### config.mk
export PLATFORM = sky130hd
export DESIGN_NAME = rau_ctrl
export DESIGN_NICKNAME = d
export VERILOG_FILES = /design/src/rtl/rau_pkg.sv /design/src/rtl/rau_ctrl.sv
export SDC_FILE = /design/constraint.sdc
export NUM_CORES = 1
export LEC_CHECK = 0
export ABC_AREA = 1
export BUFFER_PORTS_ARGS = -buffer_cell sky130_fd_sc_hd__buf_4
export CAP_MARGIN = 20
export CORE_AREA = 4 4 41 43
export DETAILED_ROUTE_END_ITERATION = 7
export DIE_AREA = 0 0 45 47
export GPL_TIMING_DRIVEN = 0
export HOLD_SLACK_MARGIN = 0.1
export PLACE_DENSITY = 0.68
export SLEW_MARGIN = 20
export SYNTH_ARGS = -nofsm -noshare
export SYNTH_HDL_FRONTEND = slang
export SYNTH_SLANG_ARGS = --single-unit
### constraint.sdc
create_clock -name clk_i -period 1.26 [get_ports clk_i]
set_input_delay 0 -clock clk_i [delete_from_list [all_inputs] [get_ports clk_i]]
set_output_delay 0 -clock clk_i [all_outputs]
set_load 0.05 [all_outputs]
### src/rtl/rau_pkg.sv
// shared types and constants for the rational arithmetic unit
`timescale 1ns / 1ps
package rau_pkg;
  localparam int WordBits = 32;
  localparam int MagBits  = 64;

  typedef enum logic [3:0] {
    FuncAdd = 4'd0, FuncSub = 4'd1, FuncMul = 4'd2, FuncDiv = 4'd3,
    FuncNeg = 4'd4, FuncInc = 4'd5, FuncDec = 4'd6, FuncRed = 4'd7,
    FuncCmp = 4'd8
  } func_e;

  localparam logic [1:0] StatusOk  = 2'd0;
  localparam logic [1:0] StatusZero = 2'd1;
  localparam logic [1:0] StatusOvf = 2'd2;

  typedef enum logic [3:0] {
    StIdle, StLoad, StMul1, StMul2, StMul3, StSum, StGcdChk, StGcdStep,
    StDivN, StDivD, StCheck, StOut
  } state_e;

  typedef struct packed {
    logic load;
    logic mul1;
    logic mul2;
    logic mul3;
    logic sum;
    logic gcd_step;
    logic div_n_start;
    logic div_d_start;
    logic check;
  } cmd_t;

  typedef struct packed {
    logic early_done;
    logic gcd_done;
    logic mod_done;
  } sts_t;
endpackage

### src/rtl/rau_ctrl.sv
// sequencing state machine
`timescale 1ns / 1ps
module rau_ctrl (
  input  logic          clk_i,
  input  logic          rst_ni,
  input  logic          in_valid_i,
  output logic          in_ready_o,
  output logic          out_valid_o,
  input  logic          out_ready_i,
  output rau_pkg::cmd_t cmd_o,
  input  rau_pkg::sts_t sts_i
);
  import rau_pkg::*;
  state_e state_q, state_d;
  logic   pend_q, pend_d;

  always_comb begin
    state_d = state_q;
    pend_d  = pend_q;
    case (state_q)
      StIdle:  if (in_valid_i) state_d = StLoad;
      StLoad:  state_d = sts_i.early_done ? StOut : StMul1;
      StMul1:  state_d = StMul2;
      StMul2:  state_d = StMul3;
      StMul3:  state_d = StSum;
      StSum:   state_d = StGcdChk;
      StGcdChk: begin
        if (sts_i.early_done) state_d = StOut;
        else if (sts_i.gcd_done) begin state_d = StDivN; pend_d = 1'b1; end
        else begin state_d = StGcdStep; pend_d = 1'b1; end
      end
      StGcdStep: if (sts_i.mod_done) state_d = StGcdChk;
      StDivN: if (!pend_q && sts_i.mod_done) begin state_d = StDivD; pend_d = 1'b1; end
              else pend_d = 1'b0;
      StDivD: if (!pend_q && sts_i.mod_done) state_d = StCheck; else pend_d = 1'b0;
      StCheck: state_d = StOut;
      StOut:   if (out_ready_i) state_d = StIdle;
      default: state_d = StIdle;
    endcase
  end

  always_comb begin
    cmd_o = '0;
    in_ready_o  = (state_q == StIdle);
    out_valid_o = (state_q == StOut);
    case (state_q)
      StIdle:    cmd_o.load = in_valid_i;
      StMul1:    cmd_o.mul1 = 1'b1;
      StMul2:    cmd_o.mul2 = 1'b1;
      StMul3:    cmd_o.mul3 = 1'b1;
      StSum:     cmd_o.sum  = 1'b1;
      StGcdChk:  cmd_o.gcd_step = !sts_i.early_done && !sts_i.gcd_done;
      StDivN:    cmd_o.div_n_start = pend_q;
      StDivD:    cmd_o.div_d_start = pend_q;
      StCheck:   cmd_o.check = 1'b1;
      default:   cmd_o = '0;
    endcase
  end

  always_ff @(posedge clk_i or negedge rst_ni) begin
    if (!rst_ni) begin
      state_q <= StIdle;
      pend_q  <= 1'b0;
    end else begin
      state_q <= state_d;
      pend_q  <= pend_d;
    end
  end
endmodule

==> results of run 1 <==
[logic make-up (layout without fill, tap and decap cells)]
kind of cell	after synthesis	count (layout)	synth area share (%)
compound gates	7	7	7.67
buf+inv	19	50	16.1
flops	5	5	25.6
simple gates	50	50	50.6
[metrics by stage]
stage                     instance area [sq um]  util, %
after global routing                        898     69.0
after floorplan                             537        -
final                                       898     69.0
after detailed placement                    683     52.5
after CTS                                   820     63.0
after global placement                      683     52.5
[worst reg2reg max path: cells and delay by family, from the launching register on]
kind                   cells  cell delay (ns)
AND/OR/NAND/NOR            4             0.31
flip-flops                 1             0.45
buffers and inverters      1             0.16
AO/OA/AOI/OAI              2             0.23
[synth_stat cells]
master	count	area (sq um)
inv_2	3	11.3
nand2_2	6	37.5
inv_1	15	56.3
nand2_1	16	60.1
o211ai_1	1	7.51
nor2_4	1	11.3
nand2_4	2	22.5
nor2_2	3	18.8
nor3_1	4	20.0
dfrtp_1	5	125
o21ai_0	4	20.0
nor2_1	10	37.5
nand3_1	8	40.0
o21ai_1	2	10.0
buf_6	1	11.3
[what timing repair did]
item | 4_1_cts | 5_1_grt
pin swaps | 2 | 0
setup endpoints to repair | 13 | 15
buffers inserted | 6 | 3
resized for setup | 20 | 17
hold buffers | 1 | 0
endpoints found under the hold margin | 5 | 0
[per-layer routing]
layer / track usage [%] / vias to the layer above / routed length, um
li1: - / 311 / -
met1: 16.1 / 278 / 561
met2: 24.9 / 20 / 767
met3: 3.83 / 0 / 108
met4: 2.34 / 0 / 0
met5: 0 / - / 0
[final timing paths]
| kind | slack, ns | start | depth (start not counted) | end |
|---|---|---|---|---|
| max in group asynchronous | 1.04 | rst_ni | 2 | state_q[2] |
| worst min-delay path | 0.10 | rst_ni | 2 | pend_q |
| worst min register to register | 0.62 | state_q[0] | 2 | state_q[0] |
| worst max-delay path | -0.02 | state_q[1] | 5 | cmd_o[2] |
| min in group clk_i | 0.13 | out_ready_i | 6 | state_q[1] |
| worst max register to register | -0.01 | state_q[3] | 7 | state_q[0] |
[sequential cells by signal, summed over array words and instances (netlist names)]
| signal | count |
|---|---|
| pend_q | 1 |
| state_q | 4 |
[power breakdown]
group	total [mW]	switching, mW	internal [mW]
combinational	1.79	1.12	0.675
sequential	0.349	0.101	0.248
clock	0.176	0.0567	0.119
total	2.32	1.27	1.04
[layout make-up]
type                       instances  area, sq um  share of cell area, %
buffer                             1         11.3                   1.25
tap                               15         18.8                   2.09
timing repair buffer              27          250                   27.9
clock buffer                       4         26.3                   2.92
inverter                          18         72.6                   8.08
multi-input combinational         57          390                   43.5
sequential                         5          129                   14.3
==> out/metrics.yaml, run 1 <==
status: "finished, violations left"
violations: "setup timing"
first_global_vias: 557
vias: 609
min_path_type: "input pin to async pin"
place_inst: 113
stdcell_count: 127
start_util_pct: 37.6
ys_seq_area_share_pct: 25.6
dr.pass1.iters: 4
power.total_mw: 2.32
antennaDiodeCount: 0
required_ns: 1.26
grt_setup_unrepaired: "yes"
final_common_cell: "buf_4"
design.core.area_sq_um: 1300
nNetsFinal: 120
layout_setup_ws_ns: -0.0216
cts_buffers: 3
crit_family: "buffers and inverters"
cts-root-buf: "clkbuf_4"
fin_worst_skew_ns: 0.00404
worst-slew-pin-transition_ns: 0.248
clock.fmax_mhz: 780
postSynthCellCount: 81
period_minus_slack_ns: 1.28
cpMostUsedCell: "buf_6"
clockBufferDepth: 2
fin_setup_tns_ns: -0.0582
wl_per_cell_um: 11.3
ant_nets: 0
finalSetupViolCount: 7
syn_area_per_cell_sq_um: 6.04
antenna_found_initial: 0
grt_max_degree: 9
hold_violations: 0
crit_chain: "buf_6 -> nor2_2 -> inv_2 -> nor3_2 -> buf_6"
cts_tree: "done"
layout-area-overhead-vs-synth_pct: 83.6
dp_hpwl_um: 995
cts_sinks: 5
end_kind: "primary output"
totalWireLength_um: 1440
critPathMaxFanout: 8
nFillCells: 103
grt.overflow.total: 0
syn_nets: 88
netlist-cell-type-count: 15
drc_errors: 0
rows: 13
cp-start-kind: "register"
whs_ns: 0.101
clk_pin_slew_worst_paths_ns: 0.04
drive_gt1_share_pct: 61.6
viasPerCell: 4.80
grt_util_all_layers_pct: 13.7
final_cell_mix: "buf_4 (16), nand2_1 (12), inv_1 (11)"
ys_ff_latch: 5
finalCritPeriodShare_pct: 102
slew_violations: 0
io_pins: 18
yosys_warnings: 0
gp_congestion: 0.888
arrival_ns: 1.28
fp.dieH_um: 47
vdd_ir_drop_max_mv: 1.43
path_buf_inv: 3
clk_latency_ns: 0.24
cp_slowest_cell: "dfrtp_1"
maxCapViolations: 0
port_buffers: 17
crit_type: "register to primary output"
place_ws_ns: -0.0790
slew_headroom_pct: 83.4
grt_pass1_wl_um: 2160
drt-initial-drc-count: 14
die_w_um: 45
cts_max_level: 1
p_leak_nw: 0.458
dieArea_sq_um: 2120
max_stage_delay_ns: 0.36
netlist_area_sq_um: 489
cellPowerDensity_nw_per_um2: 2580
Power figures use the tool's default switching activity.
==> run 2, diff against run 1 <==
==> constraint.sdc (replaced) <==
create_clock -name clk_i -period 1.26 [get_ports clk_i]
set_input_delay 0.063 -clock clk_i [delete_from_list [all_inputs] [get_ports clk_i]]
set_output_delay 0.063 -clock clk_i [all_outputs]
set_load 0.05 [all_outputs]
==> out/metrics.yaml, run 2 (synthesis gave the netlist of run 1 again) <==
slew_headroom_pct: 88.3  # +5.0 points
utilization_pct: 78.2  # +9.1 points
fin_worst_skew_ns: 0.00417  # +0.000128 ns
hold_violations: 0  # unchanged
worst-slew-pin-transition_ns: 0.175  # -0.0725 ns
r2r_end: "state_q[1]"
crit_chain: "nor2_4 -> inv_2 -> nor3_2 -> buf_6"
clk_latency_ns: 0.24  # about the same
antenna_found_initial: 0  # unchanged
dieArea_sq_um: 2120  # unchanged
rows: 13  # unchanged
p_leak_nw: 0.520  # +13%
viasPerCell: 4.67  # -2.6%
cp-start-kind: "register"
fin_setup_tns_ns: -0.420  # -0.361 ns
fp.dieH_um: 47  # unchanged
cts_buffers: 3  # unchanged
clockBufferDepth: 2  # unchanged
regMostFlops: "state_q"
die_w_um: 45  # unchanged
r2r_slack_ns: -0.02  # about the same
vdd_ir_drop_max_mv: 1.44  # +0.51%
slew_violations: 0  # unchanged
grt_setup_unrepaired: "yes"
drive_gt1_share_pct: 66.4  # +4.8 points
use_met1_pct: 18.2  # +2.1 points
io_pins: 18  # unchanged
fin_area_sq_um: 1020  # +13%
clock.fmax_mhz: 746  # -4.5%
first_global_vias: 540  # -3.1%
place_ws_ns: -0.0790  # unchanged
cts_sinks: 5  # unchanged
totalWireLength_um: 1600  # +11%
dr.pass1.iters: 4  # unchanged
end_kind: "primary output"
status: "finished, violations left"
nFillCells: 79  # -23%
dp_hpwl_um: 995  # unchanged
dpl_cell_area_sq_um: 683  # unchanged
met2_usage_pct: 24.6  # -0.28 points
vias: 626  # +2.8%
cts_tree: "done"
period_minus_slack_ns: 1.34  # +0.0597 ns
final_cell_mix: "buf_4 (18), buf_6 (12), nand2_1 (11)"
cellPowerDensity_nw_per_um2: 2580  # +0.13%
finalCritPeriodShare_pct: 106  # +4.7 points
grt_pass1_wl_um: 2180  # +0.97%
grt.overflow.total: 0  # unchanged
drt-initial-drc-count: 8  # -6
port_buffers: 17  # unchanged
worstRegToRegCells: 9  # +2
cts-root-buf: "clkbuf_4"
cp_slowest_cell: "dfrtp_2"
antennaDiodeCount: 0  # unchanged
design.core.area_sq_um: 1300  # unchanged
ant_nets: 0  # unchanged
multiInputGateArea_sq_um: 428  # +9.6%
start_util_pct: 37.6  # unchanged
r2r_start: "state_q[3]"
maxCapViolations: 0  # unchanged
layout-area-overhead-vs-synth_pct: 108
largest_reg_flops: 4  # unchanged
grt_max_degree: 9  # unchanged
cts_max_level: 1  # unchanged
nNetsFinal: 127  # +5.8%
crit_type: "register to primary output"
gp_congestion: 0.888  # unchanged
regArea_sq_um: 129  # unchanged
critPathMaxFanout: 4  # -4
final_common_cell: "buf_4"
clk_pin_slew_worst_paths_ns: 0.04  # about the same
arrival_ns: 1.28  # about the same
finalSetupViolCount: 10  # +3
met3_usage_pct: 3.83  # unchanged
reg.largest.list: "state_q x4, pend_q x1"
layout_setup_ws_ns: -0.0813  # -0.0597 ns
busiest_layer: "met2"
violations: "setup timing"
max_stage_delay_ns: 0.45  # +0.09 ns
required_ns: 1.20  # -0.06 ns
whs_ns: 0.166  # +0.0643 ns
grt_util_all_layers_pct: 14.0  # +0.32 points
min_path_type: "input pin to async pin"
wl_per_cell_um: 12.0  # +5.7%
drc_errors: 0  # unchanged
==> run 2: cell count changes in the layout (fill, tap and decap cells not counted), moves of 2 or more <==
| cell | delta |
|---|---|
| buf_6 | +3 |
| buf_4 | +2 |
| o21ai_0 | -2 |
| buf_8 | +2 |
| o21ai_1 | +2 |
==> run 2: layout make-up <==
type | instances | share of cell area (%)
buffer | 1 | 1.11
inverter | 18 | 7.38
sequential | 5 | 12.7
clock buffer | 4 | 2.58
timing repair buffer | 34 | 32.3
tap | 15 | 1.85
multi-input combinational | 57 | 42.1
==> run 2: stage by stage <==
step | power, mW | instances
CTS | 2.24 | 126
floorplan | 1.36 | 81
detailed placement | 1.65 | 113
global route | 2.78 | 134
finish | 2.62 | 134
global placement | 1.65 | 113
==> run 2: power breakdown <==
| group | switching (mW) | internal [mW] | total [mW] |
|---|---|---|---|
| logic | 1.23 | 0.867 | 2.10 |
| clock network | 0.0569 | 0.119 | 0.176 |
| registers | 0.103 | 0.248 | 0.351 |
==> run 2: timing repair <==
action,in CTS,in global routing
pin swaps,2,9
endpoints found under the hold margin,5,0
setup buffers,8,8
resized for setup,36,19
hold buffers,1,0
setup endpoints to repair,13,16
==> run 2: worst max-delay path, delay by kind of cell, from the launching register on <==
| family | cells | cell delay (ns) |
|---|---|---|
| AND/OR/NAND/NOR | 2 | 0.33 |
| buffers and inverters | 2 | 0.26 |
| flip-flops | 1 | 0.45 |
==> run 2: per-layer routing <==
layer	vias up	part of all wire [%]
li1	325	-
met1	278	40
met2	23	54
met3	0	5.9
met4	0	0
met5	-	0
==> run 2: how the worst max path moves through the flow <==
stage | start | endpoint | cells past startpoint
after floorplan | state_q[2] | in_ready_o | 3
after global placement | state_q[3] | state_q[2] | 7
after detailed placement | state_q[3] | state_q[2] | 7
after CTS | state_q[2] | cmd_o[2] | 4
after global routing | state_q[0] | cmd_o[3] | 6
final | state_q[3] | cmd_o[8] | 4
==> run 3, diff against run 2 <==
--- a/config.mk
+++ b/config.mk
@@ -5,7 +5,6 @@
 export SDC_FILE = /design/constraint.sdc
 export NUM_CORES = 1
 export LEC_CHECK = 0
-export ABC_AREA = 1
 export BUFFER_PORTS_ARGS = -buffer_cell sky130_fd_sc_hd__buf_4
 export CAP_MARGIN = 20
 export CORE_AREA = 4 4 41 43
@@ -13,7 +12,7 @@
 export DIE_AREA = 0 0 45 47
 export GPL_TIMING_DRIVEN = 0
 export HOLD_SLACK_MARGIN = 0.1
-export PLACE_DENSITY = 0.68
+export PLACE_DENSITY_LB_ADDON = 0.1
 export SLEW_MARGIN = 20
 export SYNTH_ARGS = -nofsm -noshare
 export SYNTH_HDL_FRONTEND = slang
==> constraint.sdc (replaced) <==
create_clock -name clk_i -period 1.7 [get_ports clk_i]
set_input_delay 0.085 -clock clk_i [delete_from_list [all_inputs] [get_ports clk_i]]
set_output_delay 0.085 -clock clk_i [all_outputs]
set_load 0.05 [all_outputs]
==> out/metrics.yaml, run 3 <==
cts_max_level: 1  # unchanged
drc_errors: 0  # unchanged
maxCapViolations: 0  # unchanged
fp.dieH_um: 47  # unchanged
power.total_mw: 1.30  # -50%
dr.pass1.iters: 4  # unchanged
crit_type: "register to primary output"
clockPowerShare_pct: 10.4  # +3.7 points
period_minus_slack_ns: 1.61
grt_setup_unrepaired: "no"
synth_edf_count: 0  # unchanged
p_leak_nw: 0.281  # -46%
ant_nets: 0  # unchanged
clk_latency_ns: 0.24  # about the same
wl_per_cell_um: 12.7  # +6.5%
port_buffers: 17  # unchanged
regMostFlops: "state_q"
slew_violations: 0  # unchanged
path_buf_inv: 2  # unchanged
largest_reg_flops: 4  # unchanged
final_cell_mix: "buf_4 (16), nor2_1 (7), dfrtp_1 (5)"
required_ns: 1.62  # +0.42 ns
worst-slew-pin-transition_ns: 0.477  # +0.302 ns
synth_area_leaders: "dfrtp_1 (28%), nor2_1 (5.9%), nor3_1 (5.6%), mux2_1 (5.1%), nor3b_1 (5.1%)"
layout_setup_ws_ns: 0.0873  # +0.169 ns
switching_share_pct: 53.2  # +0.22 points
cts_sinks: 5  # unchanged
cellPowerDensity_nw_per_um2: 1940  # -25%
totalWireLength_um: 1160  # -28%
critPathMaxFanout: 10  # +6
grt_util_all_layers_pct: 12.3  # -1.7 points
utilization_pct: 51.7  # -26 points
place_ws_ns: 0.0963  # +0.175 ns
antennaDiodeCount: 0  # unchanged
pwr-share-comb_pct: 72.3  # -7.6 points
grt_max_degree: 11  # +2
switchingPower_mw: 0.694  # -50%
ys.flop_type: "dfrtp_1"
place_inst: 86  # -24%
synth_top_area_share_pct: 28.2  # +2.7 points
finalCritPeriodShare_pct: 94.9
postSynthCellCount: 54  # -33%
syn_area_per_cell_sq_um: 8.20  # +36%
vias: 481  # -23%
final_common_cell: "buf_4"
drive_gt1_share_pct: 47.4  # -19 points
finalSetupViolCount: 0  # -10
clk_pin_slew_worst_paths_ns: 0.05  # about the same
gp_congestion: 0.796  # -10%
arrival_ns: 1.53  # +0.25 ns
min_path_type: "input pin to async pin"
syn_nets: 61  # -31%
cp-start-kind: "register"
synthTopCellsByCount: "nor2_1 (7), dfrtp_1 (5), nor3_1 (5)"
netlist-cell-type-count: 27  # +12
cp_slowest_cell: "dfrtp_1"
grt_pass1_wl_um: 1900  # -13%
stdcell_count: 91  # -32%
synth_top_area_cell: "dfrtp_1"
die_w_um: 45  # unchanged
yosys_warnings: 0  # unchanged
end_kind: "primary output"
cts_buffers: 3  # unchanged
grt.overflow.total: 0  # unchanged
clockBufferDepth: 2  # unchanged
antenna_found_initial: 0  # unchanged
design.core.area_sq_um: 1300  # unchanged
reg.largest.list: "state_q x4, pend_q x1"
drt-initial-drc-count: 10  # +2
nNetsFinal: 84  # -34%
ys_ff_latch: 5  # unchanged
vdd_ir_drop_max_mv: 0.816  # -43%
p_seq_share_pct: 17.2  # +3.8 points
ys_seq_area_share_pct: 28.2  # +2.7 points
crit_family: "buffers and inverters"
start_util_pct: 34.0  # -3.6 points
viasPerCell: 5.29  # +13%
fin_worst_skew_ns: 0.0111  # +0.00697 ns
status: "completed"
dp_hpwl_um: 904  # -9.1%
cts-root-buf: "clkbuf_4"
clock.fmax_mhz: 620
dieArea_sq_um: 2120  # unchanged
synth.most_common_cell: "nor2_1"
rows: 13  # unchanged
first_global_vias: 449  # -17%
p_int_mw: 0.610  # -51%
io_pins: 18  # unchanged
netlist_area_sq_um: 443  # -9.5%
slew_headroom_pct: 68.2  # -20 points
fin_setup_tns_ns: 0  # +0.420 ns
synthArstFlopShare_pct: 100  # unchanged
hold_violations: 0  # unchanged
layout-area-overhead-vs-synth_pct: 52.0
max_stage_delay_ns: 0.37  # -0.08 ns
cts_tree: "done"
crit_chain: "clkbuf_1 -> nand3b_1 -> nor3b_2 -> buf_4"
## run 3: stage by stage
| step | hold WS [ns] | area [sq um] |
|---|---|---|
| 2_1_floorplan | -0.211 | 483 |
| 3_3_place_gp | -0.111 | 629 |
| 3_5_place_dp | -0.112 | 629 |
| 4_1_cts | 0.168 | 666 |
| 5_1_grt | 0.190 | 673 |
| 6_report | 0.197 | 673 |
## run 3: path summary, 6_finish.rpt
path                       cells past startpoint    endpoint        from  slack (ns)
max in group asynchronous                      2  state_q[0]      rst_ni        1.38
setup / recovery                               4    cmd_o[1]  state_q[2]        0.09
hold reg to reg                                2      pend_q      pend_q        0.58
setup reg to reg                               4  state_q[0]  state_q[2]        0.10
hold / removal                                 2  state_q[3]      rst_ni        0.20
min in group clk_i                             4  state_q[2]    sts_i[1]        0.26
## run 3: layer usage
metal  up-vias  global-route usage (%)  part of all wire (%)
li1        248                       -                     -
met1       211                    15.0                    44
met2        18                    20.3                    49
met3         4                    4.60                   5.6
met4         0                    3.51                   1.6
met5         -                       0                     0
## run 3: power by group through the flow
stage / sequential, mW / clock (mW) / combinational [mW]
2_1_floorplan: 0.211 / 0 / 0.735
3_3_place_gp: 0.224 / 0 / 0.940
3_5_place_dp: 0.224 / 0 / 0.940
4_1_cts: 0.222 / 0.143 / 0.941
5_1_grt: 0.228 / 0.153 / 1.02
6_report: 0.225 / 0.136 / 0.943
## run 3: what timing repair did
action,CTS,global route
hold endpoints to repair,5,0
resized for setup,0,4
hold buffers,1,0
endpoints found under the setup margin,0,1
setup buffers,0,0
## run 3: cell type report
type                       count  area (sq um)
buffer                         5          23.8
clock buffer                   4          26.3
fill                         132           628
multi-input combinational     44           338
sequential                     5           125
tap                           15          18.8
timing repair buffer          18           141
## run 3: kinds of logic after synthesis
family	Yosys count	share of synthesized area (%)
flip-flops	5	28.2
buffers and inverters	5	5.08
AO/OA/AOI/OAI	14	24.3
multiplexers	2	5.08
AND/OR/NAND/NOR	28	37.3
